===== src/rtl/tnwc_pkg.sv =====
// shared types, constants and helpers for the window control unit
`timescale 1ns / 1ps

package tnwc_pkg;

  localparam int SEQ_BITS  = 32;
  localparam int WIDE_BITS = (SEQ_BITS > 32) ? SEQ_BITS : 32;
  localparam int WIN_BITS  = 32;
  localparam int ADV_BITS  = 16;
  localparam int CNT_BITS  = 8;
  localparam int CFG_IDX_BITS = 2;

  typedef logic [SEQ_BITS-1:0]  seq_t;
  typedef logic [WIDE_BITS-1:0] wide_t;
  typedef logic [WIN_BITS-1:0]  win_t;
  typedef logic [CNT_BITS-1:0]  cnt_t;

  typedef enum logic [1:0] {
    MODE_SS = 2'd0,
    MODE_CA = 2'd1,
    MODE_FR = 2'd2
  } mode_e;

  localparam logic OP_TIMEOUT = 1'b1;

  localparam logic [CFG_IDX_BITS-1:0] CFG_INIT_WINDOW    = 2'd0;
  localparam logic [CFG_IDX_BITS-1:0] CFG_INIT_THRESHOLD = 2'd1;
  localparam logic [CFG_IDX_BITS-1:0] CFG_DUP_LIMIT      = 2'd2;

  localparam win_t INIT_WINDOW_RST    = 32'd1;
  localparam win_t INIT_THRESHOLD_RST = 32'd64;
  localparam cnt_t DUP_LIMIT_RST      = 8'd3;

  localparam win_t WIN_MAX = '1;
  localparam cnt_t CNT_MAX = '1;

  typedef struct packed {
    win_t init_window;
    win_t init_threshold;
    cnt_t dup_limit;
  } cfg_t;

  typedef struct packed {
    mode_e mode;
    win_t  window;
    win_t  threshold;
    cnt_t  dup_count;
    seq_t  expected_mark;
    seq_t  next_seq;
    cnt_t  loss_count;
  } wnd_state_t;

  function automatic seq_t win_to_seq(input win_t w);
    wide_t wide;
    wide = wide_t'(w);
    return seq_t'(wide);
  endfunction

endpackage


===== src/rtl/tcp_newreno_window_control_unit.sv =====
// top level of the congestion window control unit
// latency: an accepted request is held in the request register, and its result in the result register
// throughput: one request per cycle while the result is not stalled, set by the single-pass update
// between the request register and the result register
// reset: config registers load 1 / 64 / 3, window state loads its reset values at once
`timescale 1ns / 1ps

module tcp_newreno_window_control_unit import tnwc_pkg::*; (
  input  logic                    clk_i,
  input  logic                    rst_ni,
  input  logic                    cfg_valid_i,
  output logic                    cfg_ready_o,
  input  logic [CFG_IDX_BITS-1:0] cfg_index_i,
  input  logic [WIN_BITS-1:0]     cfg_data_i,
  input  logic                    in_valid_i,
  output logic                    in_ready_o,
  input  logic                    op_i,
  input  logic [ADV_BITS-1:0]     ack_advance_i,
  output logic                    out_valid_o,
  input  logic                    out_ready_i,
  output logic [WIN_BITS-1:0]     window_o,
  output logic [WIN_BITS-1:0]     threshold_o,
  output logic [1:0]              mode_o,
  output logic [31:0]             next_sequence_o,
  output logic                    loss_seen_o
);

  cfg_t       cfg, cfg_next;
  logic       reload;
  wnd_state_t state_q, state_d, step_state;
  logic       step_loss;
  logic       in_valid_q;
  logic       op_q;
  logic [ADV_BITS-1:0] adv_q;
  logic       fire;
  logic       out_valid_q;
  win_t       window_q, threshold_q;
  logic [1:0] mode_q;
  logic [31:0] next_sequence_q;
  logic       loss_q;
  wide_t      seq_wide;

  tnwc_cfg u_cfg (
    .clk_i       (clk_i),
    .rst_ni      (rst_ni),
    .cfg_valid_i (cfg_valid_i),
    .cfg_ready_o (cfg_ready_o),
    .cfg_index_i (cfg_index_i),
    .cfg_data_i  (cfg_data_i),
    .cfg_o       (cfg),
    .cfg_next_o  (cfg_next),
    .reload_o    (reload)
  );

  tnwc_step u_step (
    .state_i     (state_q),
    .op_i        (op_q),
    .adv_i       (adv_q),
    .dup_limit_i (cfg.dup_limit),
    .state_o     (step_state),
    .loss_o      (step_loss)
  );

  assign fire       = in_valid_q && (!out_valid_q || out_ready_i);
  assign in_ready_o = !in_valid_q || fire;

  always_comb begin
    state_d = state_q;
    if (reload) begin
      state_d.window    = cfg_next.init_window;
      state_d.threshold = cfg_next.init_threshold;
    end else if (fire) begin
      state_d = step_state;
    end
  end

  assign seq_wide = wide_t'(step_state.next_seq);

  // window state
  always_ff @(posedge clk_i or negedge rst_ni) begin
    if (!rst_ni) begin
      state_q.mode          <= MODE_SS;
      state_q.window        <= INIT_WINDOW_RST;
      state_q.threshold     <= INIT_THRESHOLD_RST;
      state_q.dup_count     <= '0;
      state_q.expected_mark <= win_to_seq(INIT_WINDOW_RST);
      state_q.next_seq      <= '0;
      state_q.loss_count    <= '0;
    end else begin
      state_q <= state_d;
    end
  end

  // request and result valid flags
  always_ff @(posedge clk_i or negedge rst_ni) begin
    if (!rst_ni) begin
      in_valid_q  <= 1'b0;
      out_valid_q <= 1'b0;
    end else begin
      if (in_ready_o) begin
        in_valid_q <= in_valid_i;
      end
      if (fire) begin
        out_valid_q <= 1'b1;
      end else if (out_ready_i) begin
        out_valid_q <= 1'b0;
      end
    end
  end

  // request and result payload
  always_ff @(posedge clk_i) begin
    if (in_valid_i && in_ready_o) begin
      op_q  <= op_i;
      adv_q <= ack_advance_i;
    end
    if (fire) begin
      window_q        <= step_state.window;
      threshold_q     <= step_state.threshold;
      mode_q          <= step_state.mode;
      next_sequence_q <= seq_wide[31:0];
      loss_q          <= step_loss;
    end
  end

  assign out_valid_o     = out_valid_q;
  assign window_o        = window_q;
  assign threshold_o     = threshold_q;
  assign mode_o          = mode_q;
  assign next_sequence_o = next_sequence_q;
  assign loss_seen_o     = loss_q;

endmodule


===== src/rtl/tnwc_cfg.sv =====
// configuration registers with reload request toward the window state
`timescale 1ns / 1ps

module tnwc_cfg import tnwc_pkg::*; (
  input  logic                    clk_i,
  input  logic                    rst_ni,
  input  logic                    cfg_valid_i,
  output logic                    cfg_ready_o,
  input  logic [CFG_IDX_BITS-1:0] cfg_index_i,
  input  logic [WIN_BITS-1:0]     cfg_data_i,
  output cfg_t                    cfg_o,
  output cfg_t                    cfg_next_o,
  output logic                    reload_o
);

  cfg_t cfg_q, cfg_d;
  logic hit;

  assign cfg_ready_o = 1'b1;

  always_comb begin
    cfg_d = cfg_q;
    hit   = 1'b0;
    if (cfg_valid_i) begin
      unique case (cfg_index_i)
        CFG_INIT_WINDOW: begin
          cfg_d.init_window = cfg_data_i;
          hit = 1'b1;
        end
        CFG_INIT_THRESHOLD: begin
          cfg_d.init_threshold = cfg_data_i;
          hit = 1'b1;
        end
        CFG_DUP_LIMIT: begin
          cfg_d.dup_limit = cfg_data_i[CNT_BITS-1:0];
          hit = 1'b1;
        end
        default: begin
          hit = 1'b0;
        end
      endcase
    end
  end

  always_ff @(posedge clk_i or negedge rst_ni) begin
    if (!rst_ni) begin
      cfg_q.init_window    <= INIT_WINDOW_RST;
      cfg_q.init_threshold <= INIT_THRESHOLD_RST;
      cfg_q.dup_limit      <= DUP_LIMIT_RST;
    end else begin
      cfg_q <= cfg_d;
    end
  end

  assign cfg_o      = cfg_q;
  assign cfg_next_o = cfg_d;
  assign reload_o   = hit;

endmodule


===== src/rtl/tnwc_step.sv =====
// next window state for one ack or timeout request
`timescale 1ns / 1ps

module tnwc_step import tnwc_pkg::*; (
  input  wnd_state_t           state_i,
  input  logic                 op_i,
  input  logic [ADV_BITS-1:0]  adv_i,
  input  cnt_t                 dup_limit_i,
  output wnd_state_t           state_o,
  output logic                 loss_o
);

  wnd_state_t s;
  seq_t       diff;
  logic       loss;

  always_comb begin
    s    = state_i;
    diff = '0;
    loss = 1'b0;
    if (op_i == OP_TIMEOUT) begin
      case (s.mode)
        MODE_FR: begin
          s.window    = s.window >> 1;
          s.threshold = s.window;
          s.mode      = MODE_CA;
        end
        MODE_CA: begin
          s.window    = win_t'(1);
          s.threshold = win_t'(1);
          s.mode      = MODE_SS;
        end
        default: begin
          s.threshold = s.window >> 1;
          s.window    = win_t'(1);
        end
      endcase
    end else begin
      s.next_seq = s.next_seq + seq_t'(adv_i);
      diff       = s.next_seq - s.expected_mark;
      if (!diff[SEQ_BITS-1]) begin
        // new data acked up to the mark
        s.dup_count     = '0;
        s.expected_mark = s.next_seq + win_to_seq(s.window);
        s.loss_count    = '0;
        if (s.mode == MODE_FR) begin
          s.mode = MODE_CA;
        end
      end else begin
        if (s.dup_count != CNT_MAX) begin
          s.dup_count = s.dup_count + cnt_t'(1);
        end
        if (s.mode != MODE_FR || s.dup_count == dup_limit_i) begin
          loss = 1'b1;
          if (s.loss_count != CNT_MAX) begin
            s.loss_count = s.loss_count + cnt_t'(1);
          end
          case (s.mode)
            MODE_FR: begin
              s.window    = s.window >> 1;
              s.threshold = s.window;
              s.mode      = MODE_CA;
            end
            MODE_CA: begin
              s.mode = MODE_FR;
            end
            default: begin
              s.threshold = s.window >> 1;
              s.window    = win_t'(1);
              s.mode      = MODE_SS;
            end
          endcase
        end
      end

      // window growth or shrink
      if (s.mode == MODE_FR && s.loss_count == '0) begin
        s.window    = s.window >> 1;
        s.threshold = s.window;
      end else if (s.mode == MODE_SS) begin
        s.window = s.window[WIN_BITS-1] ? WIN_MAX : {s.window[WIN_BITS-2:0], 1'b0};
        if (s.window >= s.threshold) begin
          s.mode = MODE_CA;
        end
      end else if (s.mode == MODE_CA) begin
        if (s.window != WIN_MAX) begin
          s.window = s.window + win_t'(1);
        end
      end
    end
  end

  assign state_o = s;
  assign loss_o  = loss;

endmodule


===== config.mk =====
export PLATFORM = sky130hd
export DESIGN_NAME = tcp_newreno_window_control_unit
export DESIGN_NICKNAME = d
export VERILOG_FILES = /design/src/rtl/tnwc_pkg.sv /design/src/rtl/tcp_newreno_window_control_unit.sv /design/src/rtl/tnwc_cfg.sv /design/src/rtl/tnwc_step.sv
export SDC_FILE = /design/constraint.sdc
export NUM_CORES = 1
export LEC_CHECK = 0
export ABC_CLOCK_PERIOD_IN_PS = 11700
export BUFFER_PORTS_ARGS = -buffer_cell sky130_fd_sc_hd__buf_2
export CAP_MARGIN = 20
export CORE_MARGIN = 1.5
export CORE_UTILIZATION = 50
export CTS_BUF_LIST = sky130_fd_sc_hd__clkbuf_8
export CTS_CLUSTER_DIAMETER = 50
export DETAILED_ROUTE_END_ITERATION = 10
export PLACE_DENSITY = 0.68
export SYNTH_ARGS = -nofsm -noshare
export SYNTH_HDL_FRONTEND = slang
export SYNTH_SLANG_ARGS = --single-unit

===== constraint.sdc =====
create_clock -name clk_i -period 11.7 [get_ports clk_i]
set_input_delay 2.34 -clock clk_i [delete_from_list [all_inputs] [get_ports clk_i]]
set_output_delay 2.34 -clock clk_i [all_outputs]
set_load 0.005 [all_outputs]

==> out/results.txt <==
H-tree lvl count -> 2
Sw Share -> 0.4955
Crit path capture type -> flop
Post-cts gate resize count -> 0
Clk_lat worst skew -> 0.68 ns
Slew at the pin closest to its max-slew limit -> 1.249 ns
Setup TNS -> 0 ns
Pre-CTS setup slack -> 1.730 ns
Register area -> 0.008997 mm^2
Cell total after placement -> 2820
Detail Route Antenna Nets -> 0
# hold bufs at CTS -> 0
Rows -> 75
DIE HEIGHT -> 209.4 um
Layout area overhead -> 11.06%
Final period util -> 0.8714
DRC -> 0
Status -> finished clean
Max Cap Viol -> 0
Clock buffer depth -> 3
Most common cell on crit path -> o21ai_0
Non-Filler Instances -> 2935
Pwr dens -> 335.9 mW/mm^2
Syn Area/Cell -> 9.534 um^2
Final Util -> 0.5629
FFs w/ async S/R, synth -> 0.6548
Inserted Diodes -> 0
Post-Route WL -> 69850 um
Gpl congestion -> 1.031
Seq/Total Area, Yosys -> 0.4223
CTS Root Cell -> clkbuf_8
Port-buffer cells -> 156
Slew Limit Fails -> 0
Commonest non-fill, non-tap cell in the layout -> nand2_1
Worst slew margin -> 0.1653
Final WS setup -> 1.505 ns
Clock skew -> 0.03268 ns
Dpl hpwl -> 50100 um
Post-synthesis net count -> 2408
Clk slew on worst S/H paths -> 0.07 ns
Layout cells sized above 1 -> 0.1770
Synth Instances -> 2235
Type of origin of the critical path -> flop
Synthesized cell area -> 0.02131 mm^2
Clock sink total -> 336
Primary FF master, synth -> dfrtp_1
Congestion Overflow GR -> 0
Vias -> 18422
RSZ-0062 raised after global routing -> false
Hold WC Path Type -> flop to flop
Min Tclk post-route -> 10.19 ns
Fmax -> 98.09 MHz
VDD IR max -> 235.6 uV
Largest net degree at the start of global routing -> 98
CORE AREA -> 0.04204 mm^2
Worst EP required -> 12.12 ns
Leak -> 10.35 nW
Final #Nets -> 2517
Fill cells -> 3774
Routed wire length per instance -> 23.80 um
Global-route wire length before repair -> 106500 um
Top cells by area, synth -> dfrtp_1, edfxtp_1, ha_1
Drt pass-1 iters -> 6
Internal power -> 0.004011 W
Fin. Hold Viols -> 0
EDFF count, synth -> 116
DIE AREA -> 0.04386 mm^2
Post-synthesis cell type count -> 107
Iteration-0 DRC Markers -> 1799
Leading area contributor after synthesis -> dfrtp_1
Initial Util -> 0.5068
Yosys top cell area share -> 0.2501
Cts bufs inserted -> 60
Clock power frac -> 0.135
Switch Pwr -> 0.003939 W
Die Wd -> 209.4 um
Initial antenna violation count -> 1
Crit path kind -> flop to flop
Area taken by multi-input logic gates -> 0.01138 mm^2
Reg power frac -> 0.265
Largest stage delay on the critical path -> 0.83 ns
TritonCTS clock tree -> built
Post-CTS Setup Inserts -> 0
Gate power share -> 0.601
Tot Pwr -> 0.007949 W
WP data arrival -> 10.62 ns
CP max stage cell -> nor2_1
Most used cells in the layout excluding fill and tap cells -> nand2_1, dfrtp_1, o21ai_0
Vias in the first global route -> 18003
# setup viols final -> 0
GRT Util Overall -> 0.3176
I/O Pins -> 158
Yosys reg bits -> 336
CP Max Fanout -> 25
Vias/cell -> 6.277
Synth warn -> 0
-- kinds of logic after synthesis --
logic type | Yosys count | share of synthesized area
AO/OA/AOI/OAI | 671 | 0.2112
AND/OR/NAND/NOR | 640 | 0.1436
flip-flops | 336 | 0.4223
buffers and inverters | 236 | 0.04533
adder cells (fa/ha/maj) | 121 | 0.07129
multiplexers | 118 | 0.06013
XOR/XNOR | 112 | 0.04604
other | 1 | 0.0001760
-- worst paths after layout --
kind / slack, ns / cells after the start / endpoint / startpoint
min: 0.47 / 2 / state_q[40] / state_q[40]
min in group asynchronous: 1.72 / 1 / u_cfg.cfg_o[16] / rst_ni
max: 1.51 / 32 / window_o[25] / state_q[8]
min reg2reg: 0.47 / 2 / state_q[40] / state_q[40]
max reg2reg: 1.51 / 32 / window_o[25] / state_q[8]
max in group asynchronous: 8.53 / 2 / state_q[32] / rst_ni
-- cell usage after synthesis, drive strengths merged (7+ instances only) --
| library cell | number |
|---|---|
| nand2b | 31 |
| inv | 90 |
| a21o | 33 |
| o21ai | 189 |
| nand2 | 269 |
| dfrtp | 213 |
| buf | 37 |
| o211ai | 17 |
| nor2b | 14 |
| a31oi | 29 |
| a21boi | 8 |
| or2 | 10 |
| nor4 | 14 |
| nor3 | 32 |
| a211oi | 17 |
| or3 | 7 |
| nand3 | 47 |
| o21bai | 9 |
| a22o | 45 |
| o22ai | 11 |
| o221ai | 8 |
| ha | 115 |
| xor2 | 42 |
| clkbuf | 109 |
| o31a | 9 |
| mux2 | 80 |
| a221o | 8 |
| nand4 | 23 |
| and2 | 12 |
| xnor2 | 70 |
| mux2i | 38 |
| edfxtp | 116 |
| and4 | 10 |
| a21oi | 144 |
| a22oi | 61 |
| dfstp | 7 |
| and3 | 25 |
| nor2 | 129 |
| o31ai | 23 |
-- area by class of cell --
| type | count | share of cell area |
|---|---|---|
| repair buffers | 193 | 0.04647 |
| well taps | 539 | 0.02850 |
| clock inverters | 47 | 0.01052 |
| multi-input cells | 1663 | 0.4809 |
| inverters | 90 | 0.01449 |
| flip-flops and latches | 336 | 0.3802 |
| clock buffers | 67 | 0.03897 |
-- worst max-delay path: cells and delay by family, from the launching register on --
| kind | cells | cell delay (ns) |
|---|---|---|
| multiplexers | 1 | 0.73 |
| flip-flops | 1 | 0.36 |
| AND/OR/NAND/NOR | 10 | 3.97 |
| AO/OA/AOI/OAI | 15 | 3.26 |
| XOR/XNOR | 1 | 0.23 |
| adder cells (fa/ha/maj) | 3 | 0.89 |
| buffers and inverters | 2 | 0.50 |
-- stage by stage --
step           instance area [um^2]  hold WS, ns
4_1_cts                       23640       0.4737
3_3_place_gp                  22440       0.4532
3_5_place_dp                  22470       0.4636
6_report                      23670       0.4669
5_1_grt                       23670       0.5051
2_1_floorplan                 21310       0.4394
-- metal layers --
metal  share of wire  vias up  GRT usage
li1                -     8420          -
met1            0.42     8968     0.4240
met2            0.45      824     0.4971
met3           0.069      210    0.04863
met4           0.055        0     0.1757
met5               0        -          0
-- power groups by stage --
stage / Clock [W] / Combinational (W) / Sequential, W
after floorplan: 0 / 0.00334 / 0.00187
after global placement: 0 / 0.00458 / 0.00210
after detailed placement: 0 / 0.00464 / 0.00210
after CTS: 0.00110 / 0.00467 / 0.00208
after global routing: 0.00115 / 0.00521 / 0.00213
final: 0.00107 / 0.00477 / 0.00210
-- flip-flops by register name (all words and copies together), names as in the netlist --
signal,cells
in_valid_q,1
state_q,146
threshold_o,32
u_cfg.cfg_o,72
next_sequence_o,32
mode_o,2
op_q,1
out_valid_o,1
window_o,32
loss_seen_o,1
adv_q,16
(Power assumes the default switching activity.)
